--- config.mk ---
export PLATFORM = sky130hd
export DESIGN_NAME = set_mode_finder_core
export DESIGN_NICKNAME = d
export VERILOG_FILES = /design/src/rtl/smf_pkg.sv /design/src/rtl/smf_dpath.sv /design/src/rtl/smf_ctrl.sv /design/src/rtl/set_mode_finder_core.sv
export VERILOG_INCLUDE_DIRS = /design/src /design/src/rtl
export SDC_FILE = /design/constraint.sdc
export NUM_CORES = 2
export LEC_CHECK = 0
export ABC_AREA = 0
export ABC_CLOCK_PERIOD_IN_PS = 9700
export BUFFER_PORTS_ARGS = -buffer_cell sky130_fd_sc_hd__buf_2
export CAP_MARGIN = 25
export CELL_PAD_IN_SITES_DETAIL_PLACEMENT = 1
export CELL_PAD_IN_SITES_GLOBAL_PLACEMENT = 1
export CORE_MARGIN = 2
export CORE_UTILIZATION = 48
export DETAILED_ROUTE_END_ITERATION = 10
export PLACE_DENSITY = 0.8
export SYNTH_ARGS = -nofsm -noshare
export SYNTH_HDL_FRONTEND = slang
export SYNTH_SLANG_ARGS = --single-unit
--- constraint.sdc ---
create_clock -name clk_i -period 9.7 [get_ports clk_i]
set_clock_uncertainty 0.05 [all_clocks]
set_input_delay 0.97 -clock clk_i [delete_from_list [all_inputs] [get_ports clk_i]]
set_output_delay 0.97 -clock clk_i [all_outputs]
set_load 0.02 [all_outputs]
--- src/rtl/set_mode_finder_core_defines.svh ---
// ----------------------------------------------------------------------------
// Set mode finder - assertion macros
// Concurrent assertion wrappers; empty when SYNTH is defined.
// ----------------------------------------------------------------------------
`ifndef SET_MODE_FINDER_CORE_DEFINES_SVH
`define SET_MODE_FINDER_CORE_DEFINES_SVH

`ifndef SYNTH
// assertion with asynchronous active-low reset disable
`define SMF_ASSERT(lbl, clk, rstn, prop) \
  lbl: assert property (@(posedge clk) disable iff (!rstn) (prop)) \
    else $error("smf assertion failed");
// assertion without reset disable
`define SMF_ASSERT_NR(lbl, clk, prop) \
  lbl: assert property (@(posedge clk) (prop)) \
    else $error("smf assertion failed");
`else
`define SMF_ASSERT(lbl, clk, rstn, prop)
`define SMF_ASSERT_NR(lbl, clk, prop)
`endif

`endif

--- src/rtl/smf_pkg.sv ---
// ----------------------------------------------------------------------------
// Set mode finder - package
// Shared constants, controller state and command/status structs.
// ----------------------------------------------------------------------------
package smf_pkg;

  localparam int unsigned VALUE_BITS_DEF = 8;

  localparam int unsigned COUNT_W = 7;
  localparam logic [COUNT_W-1:0] COUNT_MAX = 7'd127;

  localparam int unsigned ERASE_W       = 9;
  localparam int unsigned ERASE_VAL_W   = 8;
  localparam int unsigned ERASE_NEG_BIT = 8;
  localparam logic [ERASE_W-1:0] ERASE_RST = 9'h1FF;

  typedef enum logic [2:0] {
    ST_ACCUM,
    ST_DRAIN,
    ST_SCAN,
    ST_TAIL,
    ST_DONE
  } state_e;

  // controller -> datapath
  typedef struct packed {
    logic load;       // item accepted this cycle
    logic scan_init;  // preset scan address and best candidate
    logic scan_rd;    // read one bin and step the scan address
    logic finish;     // result shown; clear histogram
  } cmd_t;

  // datapath -> controller
  typedef struct packed {
    logic kept;       // at least one item counted in this set
    logic scan_end;   // scan address at the lowest bin
  } status_t;

endpackage

--- src/rtl/smf_dpath.sv ---
// ----------------------------------------------------------------------------
// Set mode finder - datapath
// Histogram memory with read-modify-write forwarding, erase register and
// downward scan that keeps the first strictly larger count.
// ----------------------------------------------------------------------------
`include "set_mode_finder_core_defines.svh"

module smf_dpath #(
  parameter int unsigned VALUE_BITS = smf_pkg::VALUE_BITS_DEF
) (
  input  logic                           clk_i,
  input  logic                           rst_ni,
  input  logic                           cfg_we_i,
  input  logic [smf_pkg::ERASE_W-1:0]    cfg_data_i,
  input  logic [VALUE_BITS-1:0]          value_i,
  input  smf_pkg::cmd_t                  cmd_i,
  output smf_pkg::status_t               status_o,
  output logic [VALUE_BITS-1:0]          mode_value_o,
  output logic                           empty_set_o
);

  localparam int unsigned NumBins = 1 << VALUE_BITS;
  localparam int unsigned CmpW    = (VALUE_BITS > smf_pkg::ERASE_VAL_W) ?
                                    VALUE_BITS : smf_pkg::ERASE_VAL_W;
  localparam int unsigned CW      = smf_pkg::COUNT_W;

  logic [smf_pkg::ERASE_W-1:0] erase_q;

  logic [CW-1:0]         mem [NumBins];
  logic [CW-1:0]         mem_rd_q;
  logic                  vld_rd_q;
  logic [NumBins-1:0]    valid_q;

  logic                  rd_en;
  logic [VALUE_BITS-1:0] rd_addr;

  logic                  upd_vld_q;
  logic [VALUE_BITS-1:0] upd_addr_q;
  logic                  fwd_q;
  logic [CW-1:0]         fwd_data_q;

  logic [CW-1:0]         cur_cnt;
  logic [CW-1:0]         wr_data;
  logic                  erased;
  logic                  fwd_d;

  logic [VALUE_BITS-1:0] scan_addr_q;
  logic                  scan_vld_q;
  logic [VALUE_BITS-1:0] best_val_q;
  logic [CW-1:0]         best_cnt_q;
  logic                  kept_q;

  always_ff @(posedge clk_i or negedge rst_ni) begin
    if (!rst_ni) begin
      erase_q <= smf_pkg::ERASE_RST;
    end else if (cfg_we_i) begin
      erase_q <= cfg_data_i;
    end
  end

  // a negative erase value disables exclusion
  assign erased = !erase_q[smf_pkg::ERASE_NEG_BIT] &&
                  (CmpW'(value_i) == CmpW'(erase_q[smf_pkg::ERASE_VAL_W-1:0]));

  assign rd_en   = cmd_i.load | cmd_i.scan_rd;
  assign rd_addr = cmd_i.scan_rd ? scan_addr_q : value_i;

  // count seen by the update stage and by the scan compare
  assign cur_cnt = fwd_q ? fwd_data_q : (vld_rd_q ? mem_rd_q : '0);
  assign wr_data = (cur_cnt == smf_pkg::COUNT_MAX) ? cur_cnt : cur_cnt + CW'(1);

  // back-to-back hit on the bin being written: take the new count
  assign fwd_d = cmd_i.load && upd_vld_q && (upd_addr_q == value_i);

  always_ff @(posedge clk_i) begin
    if (upd_vld_q) begin
      mem[upd_addr_q] <= wr_data;
    end
    if (rd_en) begin
      mem_rd_q <= mem[rd_addr];
    end
  end

  always_ff @(posedge clk_i or negedge rst_ni) begin
    if (!rst_ni) begin
      valid_q    <= '0;
      vld_rd_q   <= 1'b0;
      upd_vld_q  <= 1'b0;
      fwd_q      <= 1'b0;
      scan_vld_q <= 1'b0;
      kept_q     <= 1'b0;
    end else begin
      if (cmd_i.finish) begin
        valid_q <= '0;
      end else if (upd_vld_q) begin
        valid_q[upd_addr_q] <= 1'b1;
      end
      if (rd_en) begin
        vld_rd_q <= valid_q[rd_addr];
      end
      upd_vld_q  <= cmd_i.load && !erased;
      fwd_q      <= fwd_d;
      scan_vld_q <= cmd_i.scan_rd;
      if (cmd_i.finish) begin
        kept_q <= 1'b0;
      end else if (cmd_i.load && !erased) begin
        kept_q <= 1'b1;
      end
    end
  end

  always_ff @(posedge clk_i) begin
    if (cmd_i.load) begin
      upd_addr_q <= value_i;
    end
    if (fwd_d) begin
      fwd_data_q <= wr_data;
    end
    if (cmd_i.scan_init) begin
      scan_addr_q <= '1;
      best_val_q  <= '0;
      best_cnt_q  <= '0;
    end else begin
      if (cmd_i.scan_rd) begin
        scan_addr_q <= scan_addr_q - VALUE_BITS'(1);
      end
      // strict compare from the top down: ties keep the larger value
      if (scan_vld_q && (cur_cnt > best_cnt_q)) begin
        best_cnt_q <= cur_cnt;
        best_val_q <= scan_addr_q + VALUE_BITS'(1);
      end
    end
  end

  assign status_o.kept     = kept_q;
  assign status_o.scan_end = (scan_addr_q == '0);

  assign mode_value_o = best_val_q;
  assign empty_set_o  = !kept_q;

  `SMF_ASSERT(a_finish_clears_kept, clk_i, rst_ni, cmd_i.finish |=> !kept_q)
  `SMF_ASSERT(a_finish_clears_valid, clk_i, rst_ni, cmd_i.finish |=> (valid_q == '0))
  `SMF_ASSERT(a_no_fwd_in_scan, clk_i, rst_ni, scan_vld_q |-> !fwd_q)

endmodule

--- src/rtl/smf_ctrl.sv ---
// ----------------------------------------------------------------------------
// Set mode finder - controller
// Sequences accumulation, write drain, bin scan and result strobe.
// ----------------------------------------------------------------------------
`include "set_mode_finder_core_defines.svh"

module smf_ctrl (
  input  logic             clk_i,
  input  logic             rst_ni,
  input  logic             start_i,
  input  logic             last_item_i,
  input  smf_pkg::status_t status_i,
  output smf_pkg::cmd_t    cmd_o,
  output logic             busy_o,
  output logic             done_o
);

  smf_pkg::state_e state_q, state_d;

  always_ff @(posedge clk_i or negedge rst_ni) begin
    if (!rst_ni) begin
      state_q <= smf_pkg::ST_ACCUM;
    end else begin
      state_q <= state_d;
    end
  end

  always_comb begin
    state_d = state_q;
    cmd_o   = '0;
    busy_o  = 1'b1;
    done_o  = 1'b0;
    unique case (state_q)
      smf_pkg::ST_ACCUM: begin
        busy_o     = 1'b0;
        cmd_o.load = start_i;
        if (start_i && last_item_i) begin
          state_d = smf_pkg::ST_DRAIN;
        end
      end
      smf_pkg::ST_DRAIN: begin
        // last bin write lands at the end of this cycle
        cmd_o.scan_init = 1'b1;
        state_d = status_i.kept ? smf_pkg::ST_SCAN : smf_pkg::ST_DONE;
      end
      smf_pkg::ST_SCAN: begin
        cmd_o.scan_rd = 1'b1;
        if (status_i.scan_end) begin
          state_d = smf_pkg::ST_TAIL;
        end
      end
      smf_pkg::ST_TAIL: begin
        state_d = smf_pkg::ST_DONE;
      end
      smf_pkg::ST_DONE: begin
        done_o       = 1'b1;
        cmd_o.finish = 1'b1;
        state_d      = smf_pkg::ST_ACCUM;
      end
      default: begin
        state_d = smf_pkg::ST_ACCUM;
      end
    endcase
  end

  `SMF_ASSERT(a_done_single, clk_i, rst_ni, done_o |=> !done_o)
  `SMF_ASSERT(a_last_goes_busy, clk_i, rst_ni,
              (start_i && !busy_o && last_item_i) |=> busy_o)
  `SMF_ASSERT(a_scan_holds, clk_i, rst_ni,
              (state_q == smf_pkg::ST_SCAN && !status_i.scan_end) |=>
              (state_q == smf_pkg::ST_SCAN))

endmodule

--- src/rtl/set_mode_finder_core.sv ---
// After the last item of a set, drain, bin scan and tail states run before the result
//   strobes (drain only when every item was erased); the bin scan reads one histogram
//   entry a cycle. Throughput: one item per cycle within a set; busy in drain, scan,
//   tail and done after each last item (drain and done only if every item was erased).
// Results are shown on done_o for one cycle and cannot be stalled.
// Reset clears the histogram valid bits and sets the erase value to -1 (no exclusion).
// ----------------------------------------------------------------------------
// Set mode finder - top level
// Histogram-based mode of a byte set with an optional erased value.
// ----------------------------------------------------------------------------
module set_mode_finder_core #(
  parameter int unsigned VALUE_BITS = smf_pkg::VALUE_BITS_DEF
) (
  input  logic                        clk_i,
  input  logic                        rst_ni,
  input  logic                        cfg_we_i,
  input  logic [smf_pkg::ERASE_W-1:0] cfg_data_i,
  input  logic                        start_i,
  output logic                        busy_o,
  input  logic [VALUE_BITS-1:0]       value_i,
  input  logic                        last_item_i,
  output logic                        done_o,
  output logic [VALUE_BITS-1:0]       mode_value_o,
  output logic                        empty_set_o
);

  smf_pkg::cmd_t    cmd;
  smf_pkg::status_t status;

  smf_ctrl u_ctrl (
    .clk_i       (clk_i),
    .rst_ni      (rst_ni),
    .start_i     (start_i),
    .last_item_i (last_item_i),
    .status_i    (status),
    .cmd_o       (cmd),
    .busy_o      (busy_o),
    .done_o      (done_o)
  );

  smf_dpath #(
    .VALUE_BITS (VALUE_BITS)
  ) u_dpath (
    .clk_i        (clk_i),
    .rst_ni       (rst_ni),
    .cfg_we_i     (cfg_we_i),
    .cfg_data_i   (cfg_data_i),
    .value_i      (value_i),
    .cmd_i        (cmd),
    .status_o     (status),
    .mode_value_o (mode_value_o),
    .empty_set_o  (empty_set_o)
  );

endmodule
# == Word level (Yosys, flattened, before mapping) ==
# Memories as Yosys holds them, arrays and structs flattened. A register that Yosys moved wholly into a read port is not among the register bits.
# Cells that the tools add are included.
# totals
regBits,311
mem_bits_rw,1792
inputBits,22
output_inout_bits,11
mem_count,1
# classes
add_sub_neg,3
order_cmp,4
eq_ne,9
n_mux,23
bitwise,2
n_reduce_logical,15
# mem_list
name,words,word_bits,read_ports,rd_ports_with_merged_regs,write_ports,line_no,source
u_dpath.mem,256,7,1,1,1,smf_dpath.sv:29,logic [CW-1:0] mem [NumBins];
# op_table
operator,n
two-way mux 256 bit,2
bitwise OR 256 bit,1
two-way mux 7 bit,3
less-than comparator 8 x 9 -> 1 bit (second input constant),2
equality test 8 bit,2
case mux 3 bit (4 select lines),1
two-way mux 1 bit,11
two-way mux 3 bit,3
adder 8 x 1 -> 8 bit (second input constant),1
binary-select mux 1 bit (select 8 bit),1
demux 1 bit (select 8 bit),1
>= comparator 8 x 1 -> 1 bit (second input constant),1
zero test 8 bit,1
two-way mux 8 bit,1
subtractor 8 x 1 -> 8 bit (second input constant),1
adder 7 x 1 -> 7 bit (second input constant),1
equality test 7 bit (second input constant),1
> comparator 7 bit,1
logical AND 1 bit,7
equality test 3 x 2 -> 1 bit (second input constant),2
nonzero test 2 bit,2
equality test 3 x 1 -> 1 bit (second input constant),1
equality test 3 bit (second input constant),1
zero test 1 bit,3
other kinds (5),5

# == Longest topological paths before layout ==
# depth
ltp_word,7
mapped_depth,16
ltp_nobuf,12

# == Cells and area by module ==
# Synthesis repeated with hierarchy kept, for this count alone.
# unflattened
hier_cells,4770
hier_area_um2,83620.2
# by_module_without_submodules
mod,n_inst,cells_each,area_each_um2,seq_area_each_um2
smf_dpath,1,4752,83442.5,61700.4
smf_ctrl,1,18,177.7,75.1

# == Worst setup path after synthesis ==
# OpenSTA, ideal clock, no wires.
# synth_timing
kind,register to register
start,reg u_dpath.fwd_q
end,"reg u_dpath.fwd_data_q[5], data pin"
setup_time_ns,1.657
arrival_ns,9.065
slack_ns,-1.072
stages_incl_launch_ff,10
n_path_buf,1
synth_period_minus_slack_ns,10.772
path_cell_list,dfrtp_1 > clkbuf_1 > nor2b_1 > a22oi_1 > inv_1 > ha_1 > nand4_1 > and2_1 > nand4_1 > xnor2_1
# synth_via
elab_chain_cells,3
word_cells_on_any_way,4
# synth_lines
element,line_no,source
"start, declared",smf_dpath.sv:39,logic fwd_q;
"start signal, assigned",smf_dpath.sv:102,fwd_q <= fwd_d;
two-way mux 7 bit *,smf_dpath.sv:69,assign cur_cnt = fwd_q ? fwd_data_q : (vld_rd_q ? mem_rd_q : '0);
net u_dpath.cur_cnt[0],smf_dpath.sv:42,logic [CW-1:0] cur_cnt;
adder 7 x 1 -> 7 bit / equality test 7 bit (equally long branches),smf_dpath.sv:70,assign wr_data = (cur_cnt == smf_pkg::COUNT_MAX) ? cur_cnt : cur_cnt + CW'(1);
two-way mux 7 bit *,smf_dpath.sv:70,
net u_dpath.wr_data[5],smf_dpath.sv:43,logic [CW-1:0] wr_data;
"end signal, assigned",smf_dpath.sv:117,fwd_data_q <= wr_data;
"end, declared",smf_dpath.sv:40,logic [CW-1:0] fwd_data_q;
# Mark *: on every way through the listed nets, which the timed path passes. The rest lies on a longest branch.
# A chain may end at the register's enable or synchronous reset.

# == Final worst setup path ==
# layout_timing
start,reg u_ctrl.state_q[1]
end,"reg u_dpath.mem_rd_q[0], read port of u_dpath.mem, data pin"
# layout_via
elab_chain_cells,3
word_cells_on_any_way,6
# layout_lines
element,line_no,source
"start, declared",smf_ctrl.sv:18,"smf_pkg::state_e state_q, state_d;"
"start signal, assigned",smf_ctrl.sv:22,state_q <= smf_pkg::ST_ACCUM;
"start signal, assigned",smf_ctrl.sv:24,state_q <= state_d;
equality test 3 x 2 -> 1 bit / zero test 3 bit (equally long branches),smf_ctrl.sv:33,unique case (state_q)
two-way mux 1 bit,smf_ctrl.sv:33,
two-way mux 8 bit / bitwise OR 1 bit (equally long branches),"smf_dpath.sv:66, smf_dpath.sv:65",
"end, declared",smf_dpath.sv:30,logic [CW-1:0] mem_rd_q;
# Several ways; a longest one is shown, not always the timed one.

==> out/qor.txt <==
Slew Limit Fails -> 0
row cnt -> 153
core area -> 174000 um2
Netlist cell types -> 79
PwrDens -> 312 nW/um2
placed instance count -> 8325
CTS hold repair buffers -> 0
root buf cell -> clkbuf_16
via count -> 58500
end point of the critical path -> u_dpath.mem_rd_q[0]
Yosys top cell area share -> 64.5%
kind of end point of the critical path -> register
post-cts sizing count -> 0
width of the die -> 424 um
setup ws final -> 3590 ps
Setup violations, final -> 0
Tcrit/Tclk final -> 63.0%
leakage dissipation -> 33.0 nW
vias per std cell -> 6.69
Post-Place Setup Slack -> 3870 ps
initial antenna violation count -> 23
Syn Area/Cell -> 13.5 um2
Yosys warnings -> 0
CP max FO -> 121
Post-synth EDFFs -> 1814
DRT iter0 DRCs -> 9085
setup TNS -> 0 ps
Mapped Cells -> 6237
post-route ant nets -> 0
Setup crit start kind -> register
CTS Buf Count -> 205
worst-skew pair later-pin latency -> 900 ps
commonest cells in the netlist -> 1814 x edfxtp_1, 1173 x nand2_1, 785 x nor2_1, 355 x nand3_1, 317 x mux2i_1
Yosys reg bits -> 2110
Tot GR Track Use -> 33.6%
Layout Utilization -> 54.0%
Netlist Area Pre-Place -> 84500 um2
Async S/R FF share, synth -> 12.9%
clk sinks -> 2110
Filler Cell Count -> 16800
crit path from -> u_ctrl.state_q[1]
Tmin final -> 6110 ps
worst endpoint required time -> 10240 ps
worst reg2reg endpoint -> u_dpath.mem_rd_q[0]
post-CTS setup buffers -> 0
Worst R2R Setup Slack -> 3590 ps
Starting Density -> 48.4%
most common cell in the netlist -> edfxtp_1
relative max-transition margin -> 4.08%
H-tree levels -> 4
Hold WC Path Type -> input port to asynchronous set/reset pin
fmax -> 0.164 GHz
VDD IR-drop max -> 0.298 mV
status -> finished, final reports clean
RSZ-0062 raised after global routing -> no
Clk pin slew, worst setup/hold paths -> 60 ps
layout cells sized above 1 -> 10.1%
synthesis-to-finish area growth -> 11.5%
most common flop cell mapped by yosys -> edfxtp_1
hpwl dp -> 184000 um
Hold Slack -> 42.9 ps
top post-synthesis cells by area -> edfxtp_1 64%, dfrtp_1 7.8%, nand2_1 5.2%
Syn Nets -> 6270
# port buffers -> 32
DRC viols -> 0
Placer Congestion -> 0.987
overall die area -> 179000 um2
Max Cap Viol -> 0
DR WL/cell -> 34.9 um
final hold violations -> 0
Ports -> 33
CTS tree -> built
Reg2Reg Depth -> 13
Die H -> 424 um
R2R Path Start -> u_ctrl.state_q[1]
sequential fraction of the synthesis area -> 73.1%
first-pass GRT wire length -> 433000 um
nets@finish -> 6257
grt ovf -> 0
slew of the pin with the lowest slew margin -> 1440 ps
clk buf depth -> 3
Crit Path Class -> register to register
pin count of the biggest net entering global routing -> 258
Finished Layout Cells -> 8744
Worst EP arrival -> 6650 ps
WL final -> 305000 um
vias in the first global route -> 59500
leading area contributor after synthesis -> edfxtp_1
drt first pass iters -> 8
stage by stage:
stage / area (um2) / power, W
floorplan: 84500 / 0.0171
finish: 94200 / 0.0294
detailed placement: 87200 / 0.0209
CTS: 94000 / 0.0289
global placement: 87100 / 0.0205
global route: 94200 / 0.0299
routing by layer:
metal | up-vias | global-route usage, % | routed length (um)
li1 | 23000 | - | -
met1 | 29800 | 41.7 | 105000
met2 | 4526 | 51.6 | 139000
met3 | 1135 | 10.2 | 38900
met4 | 24 | 20.8 | 22100
met5 | - | 0 | 155
cell families after synthesis:
kind of cell	count (synthesis)	share of synthesized area, %
AOI/OAI and AO/OA	724	5.76
xor gates and xnor gates	30	0.311
adders and majority gates	11	0.163
DFF	2110	73.1
buffers and inverters	416	2.27
and+or+nand+nor	2540	12.5
muxes	406	5.86
power by group:
group / internal (W) / switching [W] / leakage, nW
Sequential: 0.0114 / 0.000269 / 20.4
Combinational: 0.00223 / 0.00736 / 9.25
Clock: 0.00444 / 0.00364 / 3.29
state kept, by name, summed over array words and instances (netlist names):
signal and cells:
u_ctrl.state_q 3, u_dpath.best_cnt_q 7, u_dpath.erase_q 9, u_dpath.fwd_data_q 7, u_dpath.fwd_q 1, u_dpath.kept_q 1
u_dpath.mem 1792, u_dpath.mem_rd_q 7, u_dpath.mode_value_o 8, u_dpath.scan_addr_q 8, u_dpath.scan_vld_q 1, u_dpath.upd_addr_q 8
u_dpath.upd_vld_q 1, u_dpath.valid_q 256, u_dpath.vld_rd_q 1
layout by cell type (no fill, tap or decap), drive strengths merged, types with 10 or more instances in the layout:
cell     count
a21oi      177
a32oi       61
mux4        67
nor2       788
a31oi       98
and3        25
a311oi      12
a211oi      22
o221ai      11
nor3        17
nor4        33
xnor2       21
edfxtp    1814
o21ba       28
diode       13
inv         29
mux2i      320
ha          11
nand2     1174
o2111ai     22
o22ai      115
buf        168
nand2b      13
a22oi       37
mux2        19
nand3      355
dfrtp      264
nor2b       10
clkinv      89
nand4      102
o21ai       78
clkbuf     278
dfxtp       23
bufinv      14
worst min path at each step:
stage	startpoint	end	slack (ps)	cells after the start
after floorplan	u_dpath.valid_q[105]	u_dpath.valid_q[105]	410	2
after global placement	u_dpath.mode_value_o[1]	u_dpath.mode_value_o[1]	420	2
after detailed placement	u_dpath.valid_q[53]	u_dpath.valid_q[53]	440	2
after CTS	rst_ni	u_dpath.valid_q[198]	50	1
after global routing	rst_ni	u_dpath.valid_q[198]	80	1
final	rst_ni	u_dpath.valid_q[199]	40	1
layout make-up:
type                       count  area (um2)  share of cell area [%]
timing repair buffer         172        1510                    1.60
antenna                       13        32.5                  0.0345
tap                         2325        2910                    3.09
sequential                  2110       61800                    65.6
multi-input combinational   3711       21100                    22.4
clock inverter               114        1190                    1.26
inverter                      24        90.1                  0.0956
clock buffer                 275        5560                    5.91
critical path: stages, from the launching register on:
cell and delay [ps]:
dfrtp_1 490, or3b_2 250, buf_4 620, a21oi_4 200, buf_4 340, buf_12 310
nor2_4 220, buf_4 700, nand3_1 140, and4_1 320, o21ai_0 470, o21ai_0 200
nor4_1 980, nand4_1 250
No activity file was read; power rests on OpenSTA's default activity.
